File: config.mk
export PLATFORM = sky130hd
export DESIGN_NAME = smt_scan_unit
export DESIGN_NICKNAME = d
export VERILOG_FILES = /design/src/rtl/smt_pkg.sv /design/src/rtl/smt_scan_unit.sv
export SDC_FILE = /design/constraint.sdc
export NUM_CORES = 1
export LEC_CHECK = 0
export BUFFER_PORTS_ARGS = -buffer_cell sky130_fd_sc_hd__buf_2
export CAP_MARGIN = 20
export CORE_ASPECT_RATIO = 1.1
export CORE_MARGIN = 10
export CORE_UTILIZATION = 41
export DETAILED_ROUTE_END_ITERATION = 12
export PLACE_DENSITY = 0.8
export SYNTH_ARGS = -nofsm -noshare
export SYNTH_HDL_FRONTEND = slang
export SYNTH_SLANG_ARGS = --single-unit
File: constraint.sdc
create_clock -name aclk -period 3.58 [get_ports aclk]
set_input_delay 0.179 -clock aclk [delete_from_list [all_inputs] [get_ports aclk]]
set_output_delay 0.179 -clock aclk [all_outputs]
set_load 0.01 [all_outputs]
File: src/rtl/smt_pkg.sv
package smt_pkg;

    // operation codes (s_tuser)
    localparam logic [2:0] OP_OBSERVE  = 3'd0;
    localparam logic [2:0] OP_SELECT   = 3'd1;
    localparam logic [2:0] OP_DESELECT = 3'd2;
    localparam logic [2:0] OP_REMOVE   = 3'd3;
    localparam logic [2:0] OP_CLEAR    = 3'd4;

    // status codes (m_tuser)
    localparam logic [1:0] ST_NEW     = 2'd0;
    localparam logic [1:0] ST_UPDATED = 2'd1;
    localparam logic [1:0] ST_RANGE   = 2'd2;
    localparam logic [1:0] ST_DONE    = 2'd3;

    // one table entry as held in the entry RAM
    typedef struct packed {
        logic [47:0] addr;
        logic [31:0] count;
        logic [31:0] seen;
        logic [7:0]  ap;
        logic [3:0]  chan;
    } entry_t;

    // control from the sequencer to the compare unit
    typedef struct packed {
        logic start;
        logic vld;
    } scan_ctl_t;

endpackage

File: src/rtl/smt_scan_unit.sv
module smt_scan_unit #(
    parameter int IDX_W = 6
) (
    input  logic               aclk,
    input  smt_pkg::scan_ctl_t ctl,
    input  logic [IDX_W-1:0]   cmp_idx,
    input  smt_pkg::entry_t    entry,
    input  logic [47:0]        key,
    output logic               hit,
    output logic [IDX_W-1:0]   min_idx
);

    logic [31:0]      min_seen_reg;
    logic [IDX_W-1:0] min_idx_reg;
    logic             first_reg;
    logic             take;

    // address match on the entry just read
    assign hit = ctl.vld && (entry.addr == key);

    // strict less-than keeps the lowest index on a tie
    assign take = ctl.vld && (first_reg || (entry.seen < min_seen_reg));

    // running minimum of last-seen time over the scan
    always_ff @(posedge aclk) begin
        if (ctl.start) begin
            first_reg <= 1'b1;
        end else if (ctl.vld) begin
            first_reg <= 1'b0;
        end
        if (take) begin
            min_seen_reg <= entry.seen;
            min_idx_reg  <= cmp_idx;
        end
    end

    assign min_idx = min_idx_reg;

endmodule

## Yosys cells after proc, flatten, opt, wreduce, memory -nomap -nowiden

Cells that the tools add are included.

- Magnitude comparators: 1
- Eq/ne operators: 1
- Reduce and logical (&&, ||, !) cells: 3

Operators with widths:

| kind | number |
|---|---|
| == test 48 bit | 1 |
| less-than comparator 32 bit | 1 |
| logical AND 1 bit | 2 |
| logical OR 1 bit | 1 |

- Output and inout port bits: 7
- Logic and storage cells: 8
- Bits in registers: 39
- Bits of input ports: 181

## Logic depth before layout (Yosys ltp)

Gate-level depths: netlist of the first run.

- Depth in word-level cells: 3
- Gate-level depth with buffers: 7
- Depth with buffers taken out: 7

## Worst setup path before layout of the first run

Ideal clock, no wire load.

- Kind: register to register
- From: reg min_seen_reg[14]
- To: reg min_idx_reg[0] (netlist: min_idx[0]), enable pin
- Library setup time: 430 ps
- Path buffers: 0
- Slack: 316 ps
- Cell stages (with the launch flop): 8
- Arrival: 2834 ps
- Required time: 3150 ps
- Period minus slack after synthesis: 3264 ps
- Cell sequence: edfxtp_1 inv_1 ha_1 nand4_1 nor3_2 a221oi_1 o211ai_1 a211oi_2

- Cells in the longest elaborated chain, start to end: 3

RTL lines:

| item | line | RTL |
|---|---|---|
| start, declared | smt_scan_unit.sv:13 | `logic [31:0] min_seen_reg;` |
| start signal, assigned | smt_scan_unit.sv:32 | `min_seen_reg <= entry.seen;` |
| less-than comparator 32 bit | smt_scan_unit.sv:22 | `assign take = ctl.vld && (first_reg \|\| (entry.seen < min_seen_reg));` |
| logical OR 1 bit | smt_scan_unit.sv:22 |  |
| logical AND 1 bit | smt_scan_unit.sv:22 |  |
| named net take | smt_scan_unit.sv:16 | `logic take;` |
| end signal, assigned | smt_scan_unit.sv:33 | `min_idx_reg <= cmp_idx;` |
| end, declared | smt_scan_unit.sv:14 | `logic [IDX_W-1:0] min_idx_reg;` |

The timed path passes the listed nets, and every way through them passes these cells.
A chain may end at the register's enable or synchronous reset.

## Final worst setup path of the first run

- From: reg min_seen_reg[14]
- To: reg min_seen_reg[24], enable pin

- Cells in the longest elaborated chain, start to end: 3

RTL lines:

| item | line |
|---|---|
| less-than comparator 32 bit | smt_scan_unit.sv:22 |
| logical OR 1 bit | smt_scan_unit.sv:22 |
| logical AND 1 bit | smt_scan_unit.sv:22 |
| named net take | smt_scan_unit.sv:16 |

The timed path passes the listed nets, and every way through them passes these cells.

==> results.cfg, run 1 <==
[clocking]
postCtsSetupBuffers = 0
clk_pin_slew_ps = 70
cts_sinks = 39
clockRootBuffer = clkbuf_8
h-tree-depth = 2
hold_buffers = 0
cts_buffers = 5
clk_latency_ps = 290
cts_tree = built
ctsResizeCount = 0
clk_path_buf_depth = 2

[timing]
fin_crit_sh_pct = 65.0
period_minus_slack_ps = 2330
finClkSkew_ps = 3.02
grt_setup_unrepaired = no
tns_ps = 0
worst_slew_pin_slew_ps = 365
slew-limit-headroom_pct = 75.1
final-setup-viol-count = 0
whs_ps = 64.1
fmax_mhz = 429
drv_slew = 0
hold_violations = 0

[min_path]
hp-start = cmp_idx[4]
holdPathStages = 1
hp-class = in -> reg
hold_end = min_idx[4]$_DFFE_PP_

[synthesis]
synth_edf_count = 38
yosysSeqAreaShare_pct = 45.6
synth_compound_area_share_pct = 11.8
synth_ff_type = edfxtp_1
muxShareOfSynthArea_pct = 0
syn_avg_cell_area_sq_um = 11.1
syn_area_sq_mm = 0.00255
syn-instance-count = 229
synth_cell_type_count = 33
yosysMostFrequentCell = inv_1
synth_top_family_by_area = adder cells
async_flop_share_pct = 0
synth_common_cells = inv_1, edfxtp_1, ha_1
yosys.area_share.adder_pct = 15.2
yosys.area.top_type = edfxtp_1
yosys_register_bits = 39
synth_top_area_share_pct = 44.8
synth_xor_area_share_pct = 11.7
syn-num-nets = 441
netlist_top_cells_area = edfxtp_1, ha_1, xnor2_1
yosys.area_share.simple_pct = 8.94
yosys_warnings = 0

[place]
port_buffers = 143
hpwl_microns = 6850
gp_congestion = 0.913
dpl_cell_area_sq_mm = 0.00339

[power]
pwr-share-seq_pct = 50.2
swShare_pct = 25.7
clkPwrFrac_pct = 25.9
p_sw_mw = 0.280
power_density_mw_per_mm2 = 314
intPower_mw = 0.809
ir_worst_vdd_mv = 0.175
p_comb_share_pct = 24.0
p_leak_nw = 1.70

[grt]
grt_first_pass_wirelength_microns = 11900
gr-total-overflow = 0
grt_max_degree = 22
grt_use_total_pct = 15.6
grt_pass1_vias = 2550
antenna_found_initial = 0

[cells_and_area]
n_fill_cell = 547
area_growth_pct = 36.1
nets = 593
design_area_sq_mm = 0.00347
drive_gt1_share_pct = 41.1
largest_reg_flops = 32
antennaDiodeCount = 0

[floorplanning]
die_h_microns = 103
start_util_pct = 41.6
die_area_sq_mm = 0.00977
pin_count = 188
core-area_sq_mm = 0.00612
num_rows = 30
die_x_microns = 95.2

[routing]
num_vias = 2309
drtIter0Drc = 61
ant_nets = 0
firstDrtPassIters = 4
drc = 0
avgViaCountPerCell = 5.00
routedWlPerCell_microns = 16.9
drt_wl_total_microns = 7790

[setup_path]
reg2reg_to = min_seen_reg[24]$_DFFE_PP_
rr_startpoint = min_seen_reg[14]$_DFFE_PP_
worstPathRequired_ps = 3550
slowest_delay_ps = 360
path_class = reg -> reg
cp.arrival_ps = 2300
ff2ff_path_depth = 8
cp_slowest_cell = edfxtp_1
start_kind = register
crit_chain = inv_1, ha_1, nand4_1, nor3_2, a221oi_1, o211ai_1, a211oi_4, buf_4
endpoint_kind = register
r2r_setup_slack_ps = 1250
crit_fanout = 21

[outcome]
run_status = completed

[job]
max_cap_violations = 0
cell families after synthesis:
kind of cell | Yosys count
AND/OR/NAND/NOR | 39
adder cells (fa/ha/maj) | 31
buffers and inverters | 46
AO/OA/AOI/OAI | 40
flip-flops | 39
XOR/XNOR | 34
worst max-delay path, delay by kind of cell (launching register included):
family	cells	cell delay, ps
simple gates	2	220
compound gates	3	770
buf+inv	2	400
fa+ha+maj	1	250
flops	1	360
metal layers:
layer	vias up	GRT usage [%]	part of all wire [%]
met3	17	8.38	14
met1	1036	15.8	36
met5	-	0	0
met2	130	27.2	48
li1	1126	-	-
met4	0	4.61	2.2
placed cells by master, fill, tap and decap left out, types with 3 or more instances in the layout:
master	synthesis	routed
xor2_1	7	7
a221oi_1	5	5
nand4_1	10	10
a21oi_1	10	10
nand2_1	11	11
a21o_1	4	4
nor2_1	4	4
ha_1	31	31
inv_1	46	46
clkbuf_8	0	5
nor4_1	3	3
nand3_1	3	3
o22ai_1	6	6
buf_2	0	143
xnor2_1	27	27
edfxtp_1	38	38
worst max-delay path by stage:
stage,start,to
detailed placement,min_seen_reg[14]$_DFFE_PP_,min_seen_reg[1]$_DFFE_PP_
floorplan,min_seen_reg[14]$_DFFE_PP_,min_idx[0]$_DFFE_PP_
global route,min_seen_reg[14]$_DFFE_PP_,min_seen_reg[2]$_DFFE_PP_
global placement,min_seen_reg[14]$_DFFE_PP_,min_seen_reg[30]$_DFFE_PP_
finish,min_seen_reg[14]$_DFFE_PP_,min_seen_reg[24]$_DFFE_PP_
CTS,min_seen_reg[14]$_DFFE_PP_,min_idx[3]$_DFFE_PP_
power by group through the flow:
stage / Clock, mW / Sequential [mW] / Combinational, mW
CTS: 0.293 / 0.547 / 0.264
finish: 0.282 / 0.546 / 0.261
detailed placement: 0 / 0.557 / 0.261
global placement: 0 / 0.555 / 0.250
global route: 0.315 / 0.549 / 0.294
floorplan: 0 / 0.559 / 0.131
metrics by stage:
stage                     power (mW)  utilization [%]  setup slack (ps)  std cells
final                           1.09             56.7              1250        462
after global routing            1.16             56.7              1100        462
after CTS                       1.10             56.7              1240        462
after detailed placement       0.818             55.3              1320        454
after global placement         0.805             55.3              1360        454
after floorplan                0.689                -               316        229
final cells by class:
cell class	instances	area [sq um]	area share [%]
multi-input combinational	144	1220	35.2
sequential	39	1160	33.5
timing repair buffer	145	731	21.1
inverter	46	173	4.98
tap	80	100	2.89
clock buffer	7	76.3	2.20
clock inverter	1	5.00	0.144
No activity file was read; power rests on OpenSTA's default activity.
==> run 2: changes to the inputs <==
--- a/config.mk
+++ b/config.mk
@@ -9,9 +9,9 @@
 export CAP_MARGIN = 20
 export CORE_ASPECT_RATIO = 1.1
 export CORE_MARGIN = 10
-export CORE_UTILIZATION = 41
+export CORE_UTILIZATION = 37
 export DETAILED_ROUTE_END_ITERATION = 12
-export PLACE_DENSITY = 0.8
+export PLACE_DENSITY = 0.76
 export SYNTH_ARGS = -nofsm -noshare
 export SYNTH_HDL_FRONTEND = slang
 export SYNTH_SLANG_ARGS = --single-unit
==> constraint.sdc (replaced) <==
create_clock -name aclk -period 1.87 [get_ports aclk]
set_input_delay 0.0935 -clock aclk [delete_from_list [all_inputs] [get_ports aclk]]
set_output_delay 0.0935 -clock aclk [all_outputs]
set_load 0.01 [all_outputs]
==> run 2 against run 1 <==
Net effect:
- the run now ends with negative setup slack left
- highest routed layer unchanged
- fmax grew 7.3%
- worst hold slack lost 59 ps
- clock-buffer cell count shrank 1
- global-route usage shrank 2.2 points
- worst setup slack lost 1600 ps
- critical path type unchanged
- power grew 95%
- first-iteration DRC count grew 43%
- sequential cell count is the same
==> results.cfg, run 2 (synthesis gave the netlist of run 1 again) <==
[min_path]
holdPathStages = 2
hp-class = in -> reg

[cells_and_area]
seq_area_sq_mm = 0.00116
n_fill_cell = 596
area_growth_pct = 47.1
antennaDiodeCount = 0
layout_commonest_cell = buf_2
design_area_sq_mm = 0.00375
multi_input_area_sq_mm = 0.00131
finalCoreUtilization_pct = 56.5
final_cell_mix = buf_2, inv_1, edfxtp_1, xnor2_1, ha_1
largest_reg_flops = 32
nets = 612
drive_gt1_share_pct = 44.4

[clocking]
clk_pin_slew_ps = 70
cts_buffers = 5
h-tree-depth = 2
cts_tree = built
cts_sinks = 39
clk_latency_ps = 280
clk_path_buf_depth = 2
clockRootBuffer = clkbuf_8

[outcome]
run_status = finished, violations left
failed_checks = negative setup slack

[setup_path]
cp_num_cells = 8
crit_fanout = 16
rr_startpoint = min_seen_reg[1]$_DFFE_PP_
path_class = reg -> reg
cp_slowest_cell = edfxtp_1
crit_chain = inv_1, ha_4, a2111oi_4, o21a_1, o211ai_1, a211oi_4, buf_6, buf_12
cp.arrival_ps = 2160
path_buf_inv = 3
endpoint = min_seen_reg[3]$_DFFE_PP_
start_kind = register
ff2ff_path_depth = 8
reg2reg_to = min_seen_reg[3]$_DFFE_PP_
critical_path.top_delay_family = compound AO/OA/AOI/OAI gates
endpoint_kind = register
r2r_setup_slack_ps = -300
slowest_delay_ps = 360
startpoint = min_seen_reg[1]$_DFFE_PP_
worstPathRequired_ps = 1860

[grt]
grt_use_total_pct = 13.5
grt_pass1_vias = 2437
grt_max_degree = 17
grt_first_pass_wirelength_microns = 11700
gr-total-overflow = 0
antenna_found_initial = 0

[timing]
worst_slack_ps = -300
fin_crit_sh_pct = 116
whs_ps = 5.58
hold_violations = 0
slew-limit-headroom_pct = 76.3
final-setup-viol-count = 38
grt_setup_unrepaired = yes
period_minus_slack_ps = 2170
fmax_mhz = 461
worst_slew_pin_slew_ps = 346
drv_slew = 0
finClkSkew_ps = 6.60

[routing]
num_vias = 2263
avgViaCountPerCell = 4.70
ant_nets = 0
drc = 0
firstDrtPassIters = 4
routedWlPerCell_microns = 16.1
drtIter0Drc = 87
drt_wl_total_microns = 7760

[floorplanning]
die_area_sq_mm = 0.0106
die_x_microns = 99.1
core-area_sq_mm = 0.00663
pin_count = 188
num_rows = 31
die_h_microns = 107
start_util_pct = 38.4

[job]
max_cap_violations = 0

[power]
ir_worst_vdd_mv = 0.639
power_density_mw_per_mm2 = 567
p_leak_nw = 1.80

[place]
dpl_cell_area_sq_mm = 0.00345
hpwl_microns = 6650
port_buffers = 143
gp_congestion = 0.800
run 2: metrics by stage:
stage	setup TNS [ps]	setup slack, ps	power [mW]	std cells
3_5_place_dp	-11720	-336	1.58	464
2_1_floorplan	-32170	-846	1.32	229
5_1_grt	-15250	-415	2.26	481
6_report	-10880	-300	2.12	481
4_1_cts	-10350	-281	2.11	478
3_3_place_gp	-9010	-264	1.56	464
run 2: worst min path at each step:
| stage | start | end | slack [ps] |
|---|---|---|---|
| floorplan | ctl[1] | first_reg$_SDFFE_PP1P_ | 180 |
| global route | entry[22] | min_seen_reg[10]$_DFFE_PP_ | 0.5 |
| global placement | cmp_idx[1] | min_idx[1]$_DFFE_PP_ | 270 |
| detailed placement | cmp_idx[5] | min_idx[5]$_DFFE_PP_ | 270 |
| CTS | ctl[1] | first_reg$_SDFFE_PP1P_ | 0.4 |
| finish | ctl[1] | first_reg$_SDFFE_PP1P_ | 6 |
run 2: layout make-up:
type / instances / share of cell area, %
timing repair buffer: 164 / 24.9
tap: 82 / 2.74
inverter: 46 / 4.61
multi-input combinational: 144 / 34.8
sequential: 39 / 31.0
clock buffer: 6 / 1.94
run 2: what timing repair did:
action,CTS,global route
pin swaps,1,0
hold buffers,8,1
endpoints found under the setup margin,38,38
buffers inserted,0,1
resized for setup,5,15
gates cloned,0,1
endpoints found under the hold margin,8,1
run 2: where the power goes:
group	switching, mW	leakage (nW)	internal [mW]
clock network	0.251	0.0371	0.248
logic	0.265	1.39	0.313
registers	0.0162	0.376	1.03
total	0.532	1.80	1.59
run 2: metal layers:
| layer | vias up | global-route usage (%) | share of wire [%] |
|---|---|---|---|
| met3 | 7 | 3.47 | 5.0 |
| met4 | 0 | 1.95 | 0.73 |
| met2 | 53 | 25.3 | 56 |
| met1 | 1039 | 15.0 | 38 |
| li1 | 1164 | - | - |
| met5 | - | 0 | 0 |
==> run 3: changes to the inputs <==
--- a/config.mk
+++ b/config.mk
@@ -11,7 +11,7 @@
 export CORE_MARGIN = 10
 export CORE_UTILIZATION = 37
 export DETAILED_ROUTE_END_ITERATION = 12
-export PLACE_DENSITY = 0.76
+export PLACE_DENSITY = 0.77
 export SYNTH_ARGS = -nofsm -noshare
 export SYNTH_HDL_FRONTEND = slang
 export SYNTH_SLANG_ARGS = --single-unit
==> run 3 against run 2 <==
Net effect:
- the run still ends with negative setup slack left
- worst setup slack worse by 54 ps
- final area is 5.9% higher
- core utilization is 3.3 points higher
- worst hold slack hardly changed
- clock-buffer cell count stayed put
- first-iteration DRC count is 10% lower
- power is 4.2% higher
- sequential power hardly changed
- die area stayed put
- global-route usage is 0.90 points higher
- wire length is 7.3% higher
- highest routed layer unchanged
==> results.cfg, run 3 (synthesis gave the netlist of run 1 again) <==
[timing]
drv_slew = 0
worst_slack_ps = -354
slew-limit-headroom_pct = 77.3
finClkSkew_ps = 5.90
grt_setup_unrepaired = yes
final-setup-viol-count = 38
tns_ps = -12830
fin_crit_sh_pct = 119
fmax_mhz = 450
hold_violations = 0
whs_ps = 5.30
period_minus_slack_ps = 2220
worst_slew_pin_slew_ps = 332

[setup_path]
critical_path.top_delay_family = compound AO/OA/AOI/OAI gates
rr_startpoint = min_seen_reg[14]$_DFFE_PP_
path_buf_inv = 3
r2r_setup_slack_ps = -350
worstPathRequired_ps = 1880
start_kind = register
crit_fanout = 13
reg2reg_to = min_seen_reg[13]$_DFFE_PP_
path_class = reg -> reg
cp_slowest_cell = edfxtp_1
cp.arrival_ps = 2230
slowest_delay_ps = 360
endpoint_kind = register
ff2ff_path_depth = 9
crit_chain = inv_1, ha_4, a21oi_2, nand2_1, a221oi_2, o211ai_1, a211oi_4, buf_6, buf_12

[cells_and_area]
area_growth_pct = 55.7
drive_gt1_share_pct = 42.4
multi_input_area_sq_mm = 0.00130
final_cell_mix = buf_2, inv_1, edfxtp_1, ha_1
nets = 631
layout_commonest_cell = buf_2
n_fill_cell = 577
layout.cells.non_filler = 502
antennaDiodeCount = 0
largest_reg_flops = 32
seq_area_sq_mm = 0.00116
design_area_sq_mm = 0.00397
finalCoreUtilization_pct = 59.8

[grt]
grt_use_total_pct = 14.3
met3_usage_pct = 3.53
grt_first_pass_wirelength_microns = 12400
grtUsageMet1_pct = 15.7
gr-total-overflow = 0
grt_max_degree = 26
use_met2_pct = 26.6
grt-busiest-layer = met2
grt_pass1_vias = 2637
antenna_found_initial = 0

[power]
power_density_mw_per_mm2 = 557
p_total_mw = 2.21
intPower_mw = 1.64
p_comb_share_pct = 28.5
p_sw_mw = 0.576
ir_worst_vdd_mv = 0.527
clkPwrFrac_pct = 24.2
swShare_pct = 26.1
pwr-share-seq_pct = 47.3
p_leak_nw = 1.90

[floorplanning]
num_rows = 31
die_area_sq_mm = 0.0106
die_x_microns = 99.1
start_util_pct = 38.4
pin_count = 188
core-area_sq_mm = 0.00663
die_h_microns = 107

[place]
dpl_cell_area_sq_mm = 0.00345
dp_slack_ps = -344
port_buffers = 143
hpwl_microns = 6560
gp_congestion = 0.816
dp_cells = 462

[routing]
num_vias = 2399
routedWlPerCell_microns = 16.6
avgViaCountPerCell = 4.78
drc = 0
drt_wl_total_microns = 8330
firstDrtPassIters = 4
ant_nets = 0
drtIter0Drc = 78

[clocking]
cts_tree = built
clk_pin_slew_ps = 70
clk_latency_ps = 290
clockRootBuffer = clkbuf_8
h-tree-depth = 2
clk_path_buf_depth = 2
cts_buffers = 5
cts_sinks = 39

[min_path]
hp-class = in -> reg
hp-start = entry[29]
holdPathStages = 1
hold_end = min_seen_reg[17]$_DFFE_PP_

[outcome]
run_status = finished, violations left
failed_checks = negative setup slack

[job]
max_cap_violations = 0
[run 3: cell type report]
type | count | share of cell area, %
clock inverters | 2 | 0.189
clock buffers | 6 | 1.83
inverters | 46 | 4.35
repair buffers | 183 | 29.0
flip-flops and latches | 39 | 29.3
multi-input cells | 144 | 32.8
well taps | 82 | 2.59
[run 3: metal layers]
layer,routed length (microns),share of wire [%]
met3,461,5.5
met2,4620,55
met1,3060,37
met5,0,0
met4,191,2.3
[run 3: power by group through the flow]
stage / Sequential, mW / Combinational (mW) / Clock, mW
6_report: 1.05 / 0.631 / 0.535
5_1_grt: 1.05 / 0.704 / 0.592
4_1_cts: 1.05 / 0.562 / 0.553
3_5_place_dp: 1.07 / 0.518 / 0
3_3_place_gp: 1.06 / 0.499 / 0
2_1_floorplan: 1.07 / 0.256 / 0
[run 3: timing repair]
| item | in CTS | in global routing |
|---|---|---|
| setup buffers | 0 | 2 |
| hold buffers | 24 | 3 |
| resized for setup | 1 | 15 |
| hold endpoints to repair | 25 | 3 |
| setup endpoints to repair | 38 | 38 |
| cloned | 0 | 3 |
| pin swaps | 1 | 2 |
[run 3: worst max-delay path by stage]
stage	from	endpoint	slack, ps	depth (start not counted)
2_1_floorplan	min_seen_reg[2]$_DFFE_PP_	min_idx[0]$_DFFE_PP_	-850	7
3_3_place_gp	min_seen_reg[2]$_DFFE_PP_	min_seen_reg[8]$_DFFE_PP_	-270	8
3_5_place_dp	min_seen_reg[2]$_DFFE_PP_	min_seen_reg[12]$_DFFE_PP_	-340	8
4_1_cts	min_seen_reg[17]$_DFFE_PP_	min_seen_reg[3]$_DFFE_PP_	-300	8
5_1_grt	min_seen_reg[13]$_DFFE_PP_	min_seen_reg[13]$_DFFE_PP_	-470	9
6_report	min_seen_reg[14]$_DFFE_PP_	min_seen_reg[13]$_DFFE_PP_	-350	9
